File: src/design/utf8_pkg.sv
package utf8_pkg;

	typedef logic [7:0]  byte_t;
	typedef logic [31:0] code_t;
	typedef logic [1:0]  err_t;
	typedef logic [2:0]  count_t;

	localparam err_t ERR_NONE = 2'd0;
	localparam err_t ERR_LEAD = 2'd1;
	localparam err_t ERR_CONT = 2'd2;

	localparam byte_t LEAD6_MIN = 8'hFC;
	localparam byte_t LEAD5_MIN = 8'hF8;
	localparam byte_t LEAD4_MIN = 8'hF0;
	localparam byte_t LEAD3_MIN = 8'hE0;
	localparam byte_t LEAD2_MIN = 8'hC0;
	localparam byte_t CONT_MIN  = 8'h80;

	localparam count_t MAX_REMAINING = 3'd5;

endpackage

File: src/design/utf8_byte_stream_decoder.sv
// Byte-serial decoder for extended UTF-8 (one- to six-byte sequences).
//
// Input channel: in_valid / in_stall with byte_in, one raw byte per item.
// Output channel: out_valid / out_stall with code_point and error_code.
// An item moves at a rising edge where valid is high and stall is low.
//
// A lead or continuation byte that neither completes a sequence nor is
// malformed produces no result. A completed sequence yields the code point
// with error_code 0. A continuation byte seen while idle yields error 1; a
// non-continuation byte inside a sequence yields error 2, is consumed, and
// the decoder returns to idle. Error results carry code_point 0.
//
// Throughput is one byte per clock while in_stall is low: the input register
// feeds a single shift-and-mask stage into the result register, which drives
// out_valid once the last byte of a sequence has passed through both.
// When out_stall holds a result, bytes that produce no result still pass;
// a byte that would produce one waits in the input register and in_stall
// rises. Reset (arst_n low) empties both registers and returns to idle.
module utf8_byte_stream_decoder (
	input  logic             clk,
	input  logic             arst_n,
	input  logic             in_valid,
	output logic             in_stall,
	input  utf8_pkg::byte_t  byte_in,
	output logic             out_valid,
	input  logic             out_stall,
	output utf8_pkg::code_t  code_point,
	output utf8_pkg::err_t   error_code
);
	import utf8_pkg::*;

	logic   valid_s1;
	byte_t  byte_s1;
	count_t rem_q;
	code_t  part_q;
	logic   out_valid_q;
	code_t  cp_q;
	err_t   err_q;

	count_t rem_d;
	count_t rem_dec;
	code_t  part_d;
	code_t  slot;
	code_t  merged;
	logic   res_valid;
	code_t  res_cp;
	err_t   res_err;
	logic   out_free;
	logic   advance;

	// Decode step on the registered byte
	always_comb begin
		rem_d     = rem_q;
		part_d    = part_q;
		res_valid = 1'b0;
		res_cp    = '0;
		res_err   = ERR_NONE;
		rem_dec   = rem_q - 3'd1;
		slot      = '0;
		case (rem_dec)
			3'd0:    slot = {26'b0, byte_s1[5:0]};
			3'd1:    slot = {20'b0, byte_s1[5:0], 6'b0};
			3'd2:    slot = {14'b0, byte_s1[5:0], 12'b0};
			3'd3:    slot = {8'b0, byte_s1[5:0], 18'b0};
			3'd4:    slot = {2'b0, byte_s1[5:0], 24'b0};
			default: slot = '0;
		endcase
		merged = part_q | slot;

		if (rem_q != 3'd0) begin
			if (byte_s1 >= CONT_MIN && byte_s1 < LEAD2_MIN) begin
				rem_d = rem_dec;
				if (rem_dec == 3'd0) begin
					part_d    = '0;
					res_valid = 1'b1;
					res_cp    = merged;
				end else begin
					part_d = merged;
				end
			end else begin
				// drop the sequence and the offending byte
				rem_d     = '0;
				part_d    = '0;
				res_valid = 1'b1;
				res_err   = ERR_CONT;
			end
		end else if (byte_s1 >= LEAD6_MIN) begin
			part_d = {byte_s1[1:0], 30'b0};
			rem_d  = 3'd5;
		end else if (byte_s1 >= LEAD5_MIN) begin
			part_d = {6'b0, byte_s1[1:0], 24'b0};
			rem_d  = 3'd4;
		end else if (byte_s1 >= LEAD4_MIN) begin
			part_d = {11'b0, byte_s1[2:0], 18'b0};
			rem_d  = 3'd3;
		end else if (byte_s1 >= LEAD3_MIN) begin
			part_d = {16'b0, byte_s1[3:0], 12'b0};
			rem_d  = 3'd2;
		end else if (byte_s1 >= LEAD2_MIN) begin
			part_d = {21'b0, byte_s1[4:0], 6'b0};
			rem_d  = 3'd1;
		end else if (byte_s1 >= CONT_MIN) begin
			part_d    = '0;
			res_valid = 1'b1;
			res_err   = ERR_LEAD;
		end else begin
			part_d    = '0;
			res_valid = 1'b1;
			res_cp    = {24'b0, byte_s1};
		end
	end

	assign out_free = !out_valid_q || !out_stall;
	// a byte with no result never waits on the output side
	assign advance  = valid_s1 && (!res_valid || out_free);
	assign in_stall = valid_s1 && !advance;

	always_ff @(posedge clk or negedge arst_n) begin
		if (!arst_n) begin
			valid_s1 <= 1'b0;
		end else if (!in_stall) begin
			valid_s1 <= in_valid;
		end
	end

	always_ff @(posedge clk) begin
		if (in_valid && !in_stall) begin
			byte_s1 <= byte_in;
		end
	end

	always_ff @(posedge clk or negedge arst_n) begin
		if (!arst_n) begin
			rem_q  <= '0;
			part_q <= '0;
		end else if (advance) begin
			rem_q  <= rem_d;
			part_q <= part_d;
		end
	end

	always_ff @(posedge clk or negedge arst_n) begin
		if (!arst_n) begin
			out_valid_q <= 1'b0;
		end else if (advance && res_valid) begin
			out_valid_q <= 1'b1;
		end else if (!out_stall) begin
			out_valid_q <= 1'b0;
		end
	end

	always_ff @(posedge clk) begin
		if (advance && res_valid) begin
			cp_q  <= res_cp;
			err_q <= res_err;
		end
	end

	assign out_valid  = out_valid_q;
	assign code_point = cp_q;
	assign error_code = err_q;

`ifndef ASSERT_OFF
	a_err_zero_cp: assert property (@(posedge clk) disable iff (!arst_n)
		out_valid_q && err_q != ERR_NONE |-> cp_q == '0)
		else $error("error result with nonzero code point");

	a_err_range: assert property (@(posedge clk) disable iff (!arst_n)
		out_valid_q |-> err_q == ERR_NONE || err_q == ERR_LEAD || err_q == ERR_CONT)
		else $error("undefined error code");

	a_rem_range: assert property (@(posedge clk) disable iff (!arst_n)
		rem_q <= MAX_REMAINING)
		else $error("remaining count out of range");

	a_idle_clear: assert property (@(posedge clk) disable iff (!arst_n)
		rem_q == 3'd0 |-> part_q == '0)
		else $error("partial value not cleared while idle");

	a_no_overwrite: assert property (@(posedge clk) disable iff (!arst_n)
		out_valid_q && out_stall |=> out_valid_q && $stable(cp_q) && $stable(err_q))
		else $error("stalled result overwritten");
`endif

endmodule
File: config.mk
export PLATFORM = sky130hd
export DESIGN_NAME = utf8_byte_stream_decoder
export DESIGN_NICKNAME = d
export VERILOG_FILES = /design/src/design/utf8_pkg.sv /design/src/design/utf8_byte_stream_decoder.sv
export SDC_FILE = /design/constraint.sdc
export NUM_CORES = 1
export LEC_CHECK = 0
export BUFFER_PORTS_ARGS = -buffer_cell sky130_fd_sc_hd__buf_2
export CAP_MARGIN = 20
export CORE_UTILIZATION = 57
export CTS_CLUSTER_DIAMETER = 120
export CTS_CLUSTER_SIZE = 24
export DETAILED_ROUTE_END_ITERATION = 8
export GPL_ROUTABILITY_DRIVEN = 1
export PLACE_DENSITY_LB_ADDON = 0.12
export SYNTH_ARGS = -nofsm -noshare
export SYNTH_HDL_FRONTEND = slang
export SYNTH_SLANG_ARGS = --single-unit
File: constraint.sdc
create_clock -name clk -period 4.76 [get_ports clk]
set_clock_uncertainty 0.05 [all_clocks]
set_input_delay 0.238 -clock clk [delete_from_list [all_inputs] [get_ports clk]]
set_output_delay 0.238 -clock clk [all_outputs]
set_load 0.01 [all_outputs]
* Word-level counts from Yosys, hierarchy flattened
Cells that the tools add are included. W data, S select, Z words.
Word-level totals: register bits 79, bits of input ports 12, output and inout port bits 36, logic and storage cells 80
Cells by class: add/subtract/negate cells 1, $lt $le $gt $ge 7, equal/unequal tests 5, mux-type cells 43, bitwise logic cells 1, reductions and logical operators 16
Operators by type and width (number):
- $mux W32 | 7
- $pmux W30 S5 | 1
- $ge A8 B8 Y1 const B | 6
- $mux W8 | 6
- $or A32 B32 Y32 | 1
- $mux W26 | 1
- $mux W21 | 1
- $mux W3 | 7
- $mux W1 | 16
- $mux W16 | 1
- $mux W11 | 1
- $lt A8 B8 Y1 const B | 1
- $eq A3 B2 Y1 const B | 2
- $reduce_bool A6 Y1 | 1
- $logic_and A1 B1 Y1 | 5
- $logic_not A1 Y1 | 5
- $mux W2 | 2
- $eq A3 B1 Y1 const B | 1
- $eq A3 B3 Y1 const B | 1
- $logic_not A3 Y1 | 1
- $reduce_bool A3 Y1 | 1
- $sub A3 B1 Y3 const B | 1
- $logic_or A1 B1 Y1 | 2
- $ne A2 B1 Y1 const B | 1
- $reduce_and A2 Y1 | 1

* Depth between registers and ports, before layout
Gate-level depths: netlist of run 1.
depth in word-level cells 14, mapped depth 10, gate-level depth less buffers 7

* Least setup slack after synthesis of run 1
OpenSTA, ideal clock, no wires.
path type register -> register, from register rem_q[0], to register cp_q[0] (netlist: code_point[0]), enable pin, setup time 0.437 ns, arrival 3.086 ns, data required time 4.273 ns, setup slack 1.187 ns, cell stages (with the launch flop) 9, path buffers 1, clock period less this slack 3.573 ns, cell sequence dfrtp_1 inv_1 ha_1 buf_2 nor2_1 a21oi_1 o21ai_0 nand2_1 a21oi_1
Between the ends: longest elaborated chain between the ends 9, elaborated cells between the ends (all ways) 10, classes of those cells add/sub (1); mux (3); reduce/logical (6)
RTL lines:
- start: declaration | line utf8_byte_stream_decoder.sv:34 | count_t rem_q;
- start signal: assignment | line utf8_byte_stream_decoder.sv:137 | rem_q <= rem_d;
- $sub A3 B1 Y3 | line utf8_byte_stream_decoder.sv:58 | rem_dec = rem_q - 3'd1;
- $logic_not A3 Y1 | line utf8_byte_stream_decoder.sv:73 | if (rem_dec == 3'd0) begin
- $mux W1 | line utf8_byte_stream_decoder.sv:73
- $mux W1 | line utf8_byte_stream_decoder.sv:71 | if (byte_s1 >= CONT_MIN && byte_s1 < LEAD2_MIN) begin
- $mux W1 (*) | line utf8_byte_stream_decoder.sv:70 | if (rem_q != 3'd0) begin
- $logic_not A1 Y1 | line utf8_byte_stream_decoder.sv:115 | assign advance = valid_s1 && (!res_valid || out_free);
- $logic_or A1 B1 Y1 | line utf8_byte_stream_decoder.sv:115
- $logic_and A1 B1 Y1 | line utf8_byte_stream_decoder.sv:115
- $logic_and A1 B1 Y1 (*) | line utf8_byte_stream_decoder.sv:153 | if (advance && res_valid) begin
- end signal: assignment | line utf8_byte_stream_decoder.sv:154 | cp_q <= res_cp;
- end: declaration | line utf8_byte_stream_decoder.sv:37 | code_t cp_q;
Mark *: on every way between the ends. The rest lies on a longest branch, timed or not. A chain may end at the register's enable or synchronous reset.

* Worst setup path after layout of run 1
from register rem_q[0], to register part_q[18]
Between the ends: longest elaborated chain between the ends 8, elaborated cells between the ends (all ways) 18, classes of those cells add/sub (1); eq/ne (4); mux (7); bitwise (1); reduce/logical (5)
RTL lines:
- parallel branches: the longest is 8 deep, another holds $sub A3 B1 Y3
- end signal: assignment | line utf8_byte_stream_decoder.sv:138 | part_q <= part_d;
- end: declaration | line utf8_byte_stream_decoder.sv:35 | code_t part_q;
Parallel ways; which one is timed is not known.

==> results of run 1 <==
==> power groups by stage <==
stage	clock network [W]	registers (W)	logic, W
floorplan	0	0.00102	0.000538
detailed placement	0	0.00101	0.000747
CTS	0.000446	0.000999	0.000752
global placement	0	0.00101	0.000735
finish	0.000444	0.000997	0.000773
global route	0.000472	0.00102	0.000850
==> layout make-up <==
type	count	area, um2	share of cell area [%]
Clock buffer	13	149	3.76
Clock inverter	3	18.8	0.474
Inverter	8	30.0	0.758
Multi-Input combinational cell	205	1210	30.6
Sequential cell	79	2190	55.2
Tap cell	75	93.8	2.37
Timing Repair Buffer	49	273	6.88
==> logic make-up (layout without fill, tap and decap cells) <==
logic type	after synthesis	after routing	synth area share, %
adder cells (fa/ha/maj)	5	5	1.77
AND/OR/NAND/NOR	108	108	14.1
buffers and inverters	30	73	4.01
XOR/XNOR	1	1	0.461
AO/OA/AOI/OAI	89	89	17.1
flip-flops	79	79	62.0
multiplexers	2	2	0.567
==> worst paths after layout <==
path                       slack (ps)  cells past startpoint          to
max                              1600                      7  part_q[18]
max reg2reg                      1600                      7  part_q[18]
min in group asynchronous         460                      2    rem_q[2]
min reg2reg                       440                      1  part_q[27]
min                                 4                      1  byte_s1[7]
max in group asynchronous        3650                      2  part_q[11]
==> sequential cells by signal, indices dropped and copies added, names as in the netlist <==
name,count
byte_s1,8
code_point,32
error_code,2
out_valid,1
part_q,32
rem_q,3
valid_s1,1
==> metal layers <==
layer | global-route usage [%] | part of all wire, % | up-vias
li1 | - | - | 1195
met1 | 33.9 | 44 | 1244
met2 | 40.2 | 49 | 74
met3 | 4.32 | 4.4 | 14
met4 | 9.29 | 2.0 | 0
met5 | 0 | 0 | -
==> timing repair <==
item,4_1_cts,5_1_grt
endpoints found under the hold margin,37,0
hold buffers,1,0
setup endpoints to repair,0,0
buffers inserted,0,0
==> synthesized netlist by cell type (all sizes together), types with 2 or more instances <==
cell type	count	area (um2)
o21ai	3	15.0
nand2b	3	26.3
o22a	2	17.5
nor2b	4	25.0
nand3	4	20.0
and2	13	81.3
a32o	4	40.0
nor3	3	15.0
o31ai	4	30.0
dfrtp	37	926
nor2	50	188
a21o	4	30.0
nand3b	2	15.0
nand4	2	12.5
inv	8	30.0
o21a	13	97.6
clkbuf	11	41.3
mux2i	2	20.0
nand2	23	86.3
ha	5	62.6
a21oi	34	170
a31oi	9	56.3
nor4	2	12.5
buf	11	70.1
edfxtp	42	1260
a22o	7	61.3
==> metrics by stage <==
stage | setup slack [ps] | instance area [um2] | instances | hold slack, ps | total power, W
floorplan | 1190 | 3530 | 314 | -108 | 0.00155
global placement | 1770 | 3760 | 414 | 337 | 0.00174
detailed placement | 1670 | 3760 | 414 | 349 | 0.00176
CTS | 1650 | 3940 | 431 | 3.04 | 0.00220
global route | 1420 | 3960 | 432 | 3.10 | 0.00234
finish | 1600 | 3960 | 432 | 4.42 | 0.00221
==> worst reg2reg max path, delay by kind of cell (launching register included) <==
kind                     cells  cell delay (ps)
buffers and inverters        1              150
flip-flops                   1              410
AO/OA/AOI/OAI                4             1920
adder cells (fa/ha/maj)      1              430
AND/OR/NAND/NOR              1              140
==> metrics, run 1 <==
layout cells sized above 1=roughly 18%; core footprint=5960 um2; Gate power share=34.9%; IR drop worst, VDD=about 0.4 mV; Fillers=~500; Max Fclk=316 MHz; fin crit share=approximately 66%; Seq pwr share=between 40% and 50%; pwr dens=around 560 nW/um2; Die X=between 80 and 90 um; LEAKAGE=1.64 nW; Fin. Hold Viols=0; clk slew on worst S/H paths=roughly 80 ps; fraction of registers with async set/reset=46.8%; largest net degree at the start of global routing=38; post-cts sizing count=0; vias in the first global route=2387; antenna violations before repair=0; internal power=0.00137 W; library cells used by synthesis=42; final core utilization=66.5%; # H-tree levels=3; unrepaired setup endpoints after global routing=false; Cell Chain, Critical Path=inv_1, ha_1, nand2b_4, o221a_1, o221ai_2, a21o_1, a22o_1; setup violators final=0; number of flops mapped to enable cells by yosys=42; final wirelength=around 7400 um; Clk pwr share=approximately a fifth; crit path capture type=flop; die area=6510 um2; highest fanout seen on the critical path=29; status=completed; Net Switching=between 0.0008 and 0.0009 W; Critical Path Start=rem_q[0]; Max stage delay cell, worst path=a21o_1; WL/cell=between 15 and 20 um; max-cap violations=0; Slew Limit Fails=0; I/O pins=48; Cells after Synth=around 310; min-delay src=byte_in[7]; cell family with most CP delay=compound AO/OA/AOI/OAI gates; Avg Cell Area, Syn=around 11 um2; CTS max path bufs=2; mapped cell area=3530 um2; Total Routing Usage GR=about 25%; hpwl dp=between 4000 and 5000 um; WS Path Type=flop to flop; post-layout min period=~3200 ps; drt via density=5.85; CP peak stage delay=~700 ps; CP arrival=between 3000 and 4000 ps; CTS tree=built; synth warn=0; Synth Register Bits=slightly below 80; Vias=~2500; GR Overflow Total=0; Area Growth Syn to Fin=12.3%; Port Buffers=47; commonest non-fill, non-tap cell in the layout=nor2_1; setup TNS=0 ps; ys flop type=edfxtp_1; nets@finish=about 370; Worst Tran Pin Value=between 800 and 900 ps; Clock Latency Late Sink=around 350 ps; reg2reg start=rem_q[0]; Worst setup SP type=flop; Routed Antenna Nets=0; syn_nets=roughly 330; CP bufs+invs=1; Initial Utilization=~60%; Die H=slightly above 80 um; ANT cells=0; CTS root buffer=clkbuf_8; switching part of the total power=between 30% and 40%; DR pass1 iterations=4; leading cell types in the layout, fill and taps excluded=50 x nor2_1, 47 x buf_2, 42 x edfxtp_1; required time of the critical path=approximately 5000 ps; DR iter-0 viols=about 150; global-route wire length before repair=approximately 12000 um; hold crit path type=input port to flop; Slew Limit Headroom=around 42%; cell row count=28; routability cong.=0.889; clk sink count=between 70 and 80; register area share after synthesis=just over 60%; DRC=0; CTS Buf Count=9
No activity file was read; power rests on OpenSTA's default activity.
==> run 2: changes to the inputs <==
--- a/config.mk
+++ b/config.mk
@@ -7,7 +7,7 @@
 export LEC_CHECK = 0
 export BUFFER_PORTS_ARGS = -buffer_cell sky130_fd_sc_hd__buf_2
 export CAP_MARGIN = 20
-export CORE_UTILIZATION = 57
+export CORE_UTILIZATION = 51
 export CTS_CLUSTER_DIAMETER = 120
 export CTS_CLUSTER_SIZE = 24
 export DETAILED_ROUTE_END_ITERATION = 8
==> constraint.sdc (replaced) <==
create_clock -name clk -period 2.6 [get_ports clk]
set_clock_uncertainty 0.05 [all_clocks]
set_input_delay 0.13 -clock clk [delete_from_list [all_inputs] [get_ports clk]]
set_output_delay 0.13 -clock clk [all_outputs]
set_load 0.01 [all_outputs]
==> run 2 against run 1 <==
Register-to-register slack got worse by 1400 ps; sequential share of layout area is 2.2 points lower; wire length up 0.50%; clock power rose by 76%; count of clock-buffer cells in the layout down 3; combinational power up 98%; die area rose by 11%; sequential power increased by 82%; via count increased by 4.3%; worst hold slack better by 140 ps; flip-flop and latch count is the same; largest power group unchanged; global-route usage shrank 2.2 points.
==> metrics, run 2 (same netlist as run 1, synthesis figures left out) <==
clk slew on worst S/H paths=80 ps (about the same); Net Switching=0.00155 W (+85%); Area Growth Syn to Fin=16.9%; die area=7250 um2 (+11%); WL/cell=16.3 um (-4.4%); R2R depth=8 (+1); antenna violations before repair=0 (unchanged); # H-tree levels=3 (unchanged); Max Fclk=about 420 MHz; switching part of the total power=37.6% (-0.38 points); Die H=85.2 um (+5.6%); final wirelength=7420 um (+0.50%); post-cts sizing count=0 (unchanged); ANT cells=0 (unchanged); core footprint=6490 um2 (+9.1%); Slew Limit Fails=0 (unchanged); Worst setup SP type=flop; final worst setup slack=203 ps (-1390 ps); cell row count=29 (+3.6%); commonest non-fill, non-tap cell in the layout=nor2_1; highest fanout seen on the critical path=7 (-76%); internal power=0.00258 W (+88%); CTS max path bufs=2 (unchanged); Vias=2636 (+4.3%); Slew Limit Headroom=44.5% (+2.1 points); total chip power=0.00413 W (+86%); GR Overflow Total=0 (unchanged); largest net degree at the start of global routing=38 (unchanged); Port Buffers=47 (unchanged); CTS tree=built; CP arrival=2220 ps (-1180 ps); CTS root buffer=clkbuf_8; hpwl dp=4970 um (+1.2%); unrepaired setup endpoints after global routing=false; Initial Utilization=54.3% (-4.9 points); status=completed; drt via density=5.81 (-0.74%); global-route wire length before repair=12500 um (+4.7%); Fin. Hold Viols=0 (unchanged); Die X=85.2 um (+5.6%); pwr dens=1000 nW/um2 (+79%); WS Path Type=flop to output pin; DR pass1 iterations=4 (unchanged); required time of the critical path=2420 ps (-2580 ps); post-layout min period=roughly 2400 ps; Routed Antenna Nets=0 (unchanged); crit path capture type=output pin; Gate power share=37.1% (+2.2 points); Clock Latency Late Sink=350 ps (about the same); DRC=0 (unchanged); final core utilization=63.5% (-3.0 points); LEAKAGE=1.72 nW (+5.0%); nets@finish=389 (+5.4%); Clk pwr share=18.9% (-1.2 points); clk sink count=79 (unchanged); hold crit path type=input port to flop; DR iter-0 viols=133 (-8.3%); max-cap violations=0 (unchanged); Worst Tran Pin Value=833 ps (-31.5 ps); fin crit share=92.2%; IR drop worst, VDD=0.671 mV (+68%); leading cell types in the layout, fill and taps excluded=50 x nor2_1, 47 x buf_2, 42 x edfxtp_1; layout cells sized above 1=20.4% (+2.2 points); Total Routing Usage GR=22.8% (-2.2 points); routability cong.=0.880 (-1.0%); worst slack, placed=244 ps (-1430 ps); setup TNS=0 ps (unchanged); setup violators final=0 (unchanged); CTS Buf Count=9 (unchanged); Seq pwr share=44.0% (-1.0 points); Fillers=540 (+8.7%); I/O pins=48 (unchanged); Hold Path Stages=3 (+2); vias in the first global route=2565 (+7.5%)
run 2: cell count changes in the layout (fill, tap and decap cells not counted):
cell | before | now
dlygate4sd3_1 | 1 | 10
clkinv_2 | 2 | 3
clkinv_1 | 0 | 1
clkbuf_1 | 3 | 1
buf_4 | 0 | 11
buf_16 | 1 | 0
clkbuf_8 | 10 | 9
buf_12 | 0 | 1
clkinvlp_4 | 0 | 1
run 2: through the flow:
step,hold slack (ps),instance area [um2],std cells
detailed placement,232,3860,428
global placement,231,3860,428
floorplan,-216,3540,314
finish,145,4130,454
global route,197,4130,454
CTS,142,4130,454
run 2: worst paths after layout:
kind	from	to	slack [ps]
setup / recovery	rem_q[1]	in_stall	200
hold / removal	out_stall	out_valid	140
setup reg to reg	rem_q[1]	code_point[9]	220
hold reg to reg	part_q[27]	part_q[27]	440
max in group asynchronous	arst_n	rem_q[0]	1600
min in group asynchronous	arst_n	valid_s1	360
run 2: final cells by class:
type	count	area [um2]	share of cell area, %
clock buffers	10	128	3.09
clock inverters	6	35.0	0.849
inverters	8	30.0	0.728
multi-input cells	205	1210	29.4
flip-flops and latches	79	2190	53.0
well taps	77	96.3	2.34
repair buffers	69	438	10.6
run 2: layer usage:
metal	vias up	global-route usage, %	wire (um)
li1	1244	-	-
met1	1294	29.5	3210
met2	83	37.8	3700
met3	15	3.60	330
met4	0	10.9	182
met5	-	0	0
run 2: power by group through the flow:
stage	Combinational, W	Sequential (W)	Clock [W]
2_1_floorplan	0.000992	0.00186	0
3_3_place_gp	0.00149	0.00183	0
3_5_place_dp	0.00152	0.00184	0
4_1_cts	0.00153	0.00182	0.000790
5_1_grt	0.00169	0.00185	0.000845
6_report	0.00153	0.00181	0.000780
run 2: repair_timing:
action                    CTS  global route
setup buffers               0             0
hold endpoints to repair   46             0
hold buffers               10             0
run 2: worst max-delay path, cell delays in order, from the launching register on:
cell	delay, ps
dfrtp_1	420
inv_1	120
ha_1	350
nand2b_4	120
o221a_1	280
o21ai_0	120
nand2_1	190
nor2_1	130
buf_2	140
==> run 3: changes to the inputs <==
==> constraint.sdc (replaced) <==
create_clock -name clk -period 2.1 [get_ports clk]
set_clock_uncertainty 0.05 [all_clocks]
set_input_delay 0.105 -clock clk [delete_from_list [all_inputs] [get_ports clk]]
set_output_delay 0.105 -clock clk [all_outputs]
set_load 0.01 [all_outputs]
==> run 3 against run 2 <==
First-iteration DRC count up 81%; clock power rose by 28%; sequential share of layout area is 3.6 points lower; combinational power grew 58%; die area unchanged; register-to-register slack worse by 190 ps; setup slack got worse by 170 ps; count of clock-buffer cells in the layout grew 1; total power increased by 37%; flip-flop and latch count unchanged; wire length is 10% higher; via count rose by 4.2%; critical path type is now flop to flop.
==> metrics, run 3 (same netlist as run 1, synthesis figures left out) <==
status=completed; CTS root buffer=clkbuf_8; setup violators final=0 (unchanged); I/O pins=48 (unchanged); CTS tree=built; DRC=0 (unchanged); drt via density=5.73 (-1.3%); WL/cell=17.1 um (+4.7%); clk slew on worst S/H paths=70 ps (about the same); clk sink count=79 (unchanged); nets@finish=414 (+6.4%); Port Buffers=47 (unchanged); fin crit share=a little over nine tenths; CP bufs+invs=2 (unchanged); GR Overflow Total=0 (unchanged); post-layout min period=between 2000 and 2500 ps; Slew Limit Fails=0 (unchanged); Routed Antenna Nets=0 (unchanged); Die X=85.2 um (unchanged); cell row count=29 (unchanged); Hold Path Stages=3 (unchanged); Vias=2746 (+4.2%); CTS Buf Count=9 (unchanged); CP arrival=2080 ps (-140 ps); placed inst area=4010 um2 (+3.9%); cell family with most CP delay=compound AO/OA/AOI/OAI gates; required time of the critical path=2110 ps (-310 ps); vias in the first global route=2779 (+8.3%); Max Fclk=484 MHz; IR drop worst, VDD=0.680 mV (+1.3%); DR iter-0 viols=241 (+81%); max-cap violations=0 (unchanged); ANT cells=0 (unchanged); Crit path depth=8 (unchanged); CTS max path bufs=2 (unchanged); leading cell types in the layout, fill and taps excluded=49 x nor2_1, 47 x buf_2, 42 x edfxtp_1; Total Routing Usage GR=24.7% (+1.9 points); core footprint=6490 um2 (unchanged); commonest non-fill, non-tap cell in the layout=nor2_1; hold crit path type=input port to flop; R2R depth=8 (unchanged); Fillers=506 (-6.3%); Worst Tran Pin Value=878 ps (+45.4 ps); pwr dens=1270 nW/um2 (+27%); # H-tree levels=3 (unchanged); Design Area, Final=4430 um2 (+7.4%); Hold WS=200 ps (+55.5 ps); Clock Latency Late Sink=340 ps (about the same); Cell Chain, Critical Path=inv_2, ha_4, a21oi_1, o221a_1, o21ai_2, nand2_2, a21oi_4, bufbuf_16; LEAKAGE=1.87 nW (+8.8%); crit path capture type=flop; CP peak stage delay=410 ps (about the same); largest net degree at the start of global routing=38 (unchanged); Worst setup SP type=flop; layout cells sized above 1=28.6% (+8.2 points); highest fanout seen on the critical path=8 (+1); Slew Limit Headroom=41.5% (-3.0 points); Initial Utilization=54.3% (unchanged); Die H=85.2 um (unchanged); DR pass1 iterations=4 (unchanged); antenna violations before repair=0 (unchanged); Max stage delay cell, worst path=dfrtp_1; unrepaired setup endpoints after global routing=true; global-route wire length before repair=13300 um (+7.0%); die area=7250 um2 (unchanged); WS Path Type=flop to flop; Fin. Hold Viols=0 (unchanged); hpwl dp=5240 um (+5.3%); Area Growth Syn to Fin=25.5%; routability cong.=1.01 (+15%); final wirelength=8200 um (+10%)
[run 3: changes by cell type in the layout (fill, tap and decap cells not counted), moves of 2 or more]
| cell | delta |
|---|---|
| inv_2 | +2 |
| ha_4 | +3 |
| ha_1 | -3 |
| buf_4 | +22 |
| inv_1 | -2 |
[run 3: stage by stage]
stage / std cells / util, % / setup WS, ps / total power, W / TNS (ps)
5_1_grt: 479 / 68.2 / -50.9 / 0.00597 / -682
2_1_floorplan: 314 / - / -176 / 0.00364 / -5980
6_report: 479 / 68.2 / 33.4 / 0.00565 / 0
3_3_place_gp: 439 / 61.8 / 32.0 / 0.00433 / 0
3_5_place_dp: 439 / 61.8 / -30.9 / 0.00437 / -1010
4_1_cts: 478 / 68.3 / -5.30 / 0.00565 / -30.3
[run 3: power by group]
part / internal [W] / total, W / leakage (nW) / switching (W)
combinational: 0.00107 / 0.00242 / 0.869 / 0.00135
sequential: 0.00204 / 0.00223 / 0.916 / 0.000192
clock: 0.000459 / 0.000997 / 0.0853 / 0.000538
[run 3: worst reg2reg max path, stage by stage, from the launching register on]
cell	delay [ps]
dfrtp_1	410
inv_2	110
ha_4	190
a21oi_1	70
o221a_1	260
o21ai_2	90
nand2_2	110
a21oi_4	190
bufbuf_16	310
[run 3: worst paths after layout]
path                                 end        from  slack [ps]
setup / recovery           error_code[0]    rem_q[0]          30
hold / removal                 out_valid   out_stall         200
setup reg to reg           error_code[0]    rem_q[0]          30
hold reg to reg               part_q[29]  part_q[29]         430
max in group asynchronous      part_q[8]      arst_n        1090
min in group asynchronous     part_q[19]      arst_n         370
[run 3: area by class of cell]
type | instances | area (um2) | area share, %
timing repair buffer | 94 | 667 | 15.1
clock buffer | 11 | 141 | 3.19
tap | 77 | 96.3 | 2.18
inverter | 8 | 30.0 | 0.678
clock inverter | 5 | 33.8 | 0.763
sequential | 79 | 2190 | 49.4
multi-input combinational | 205 | 1270 | 28.8
[run 3: repair_timing]
item | 4_1_cts | 5_1_grt
buffers inserted | 11 | 2
hold buffers | 10 | 0
setup endpoints to repair | 38 | 46
pin swaps | 3 | 0
gates cloned | 2 | 0
hold endpoints to repair | 46 | 0
gates resized for setup | 2 | 3
[run 3: per-layer routing]
metal | vias to the layer above | global-route usage (%) | share of wire, % | routed length, um
li1 | 1288 | - | - | -
met1 | 1346 | 30.4 | 41 | 3320
met2 | 94 | 41.3 | 51 | 4150
met3 | 18 | 5.74 | 6.4 | 521
met4 | 0 | 11.7 | 2.5 | 203
met5 | - | 0 | 0 | 0
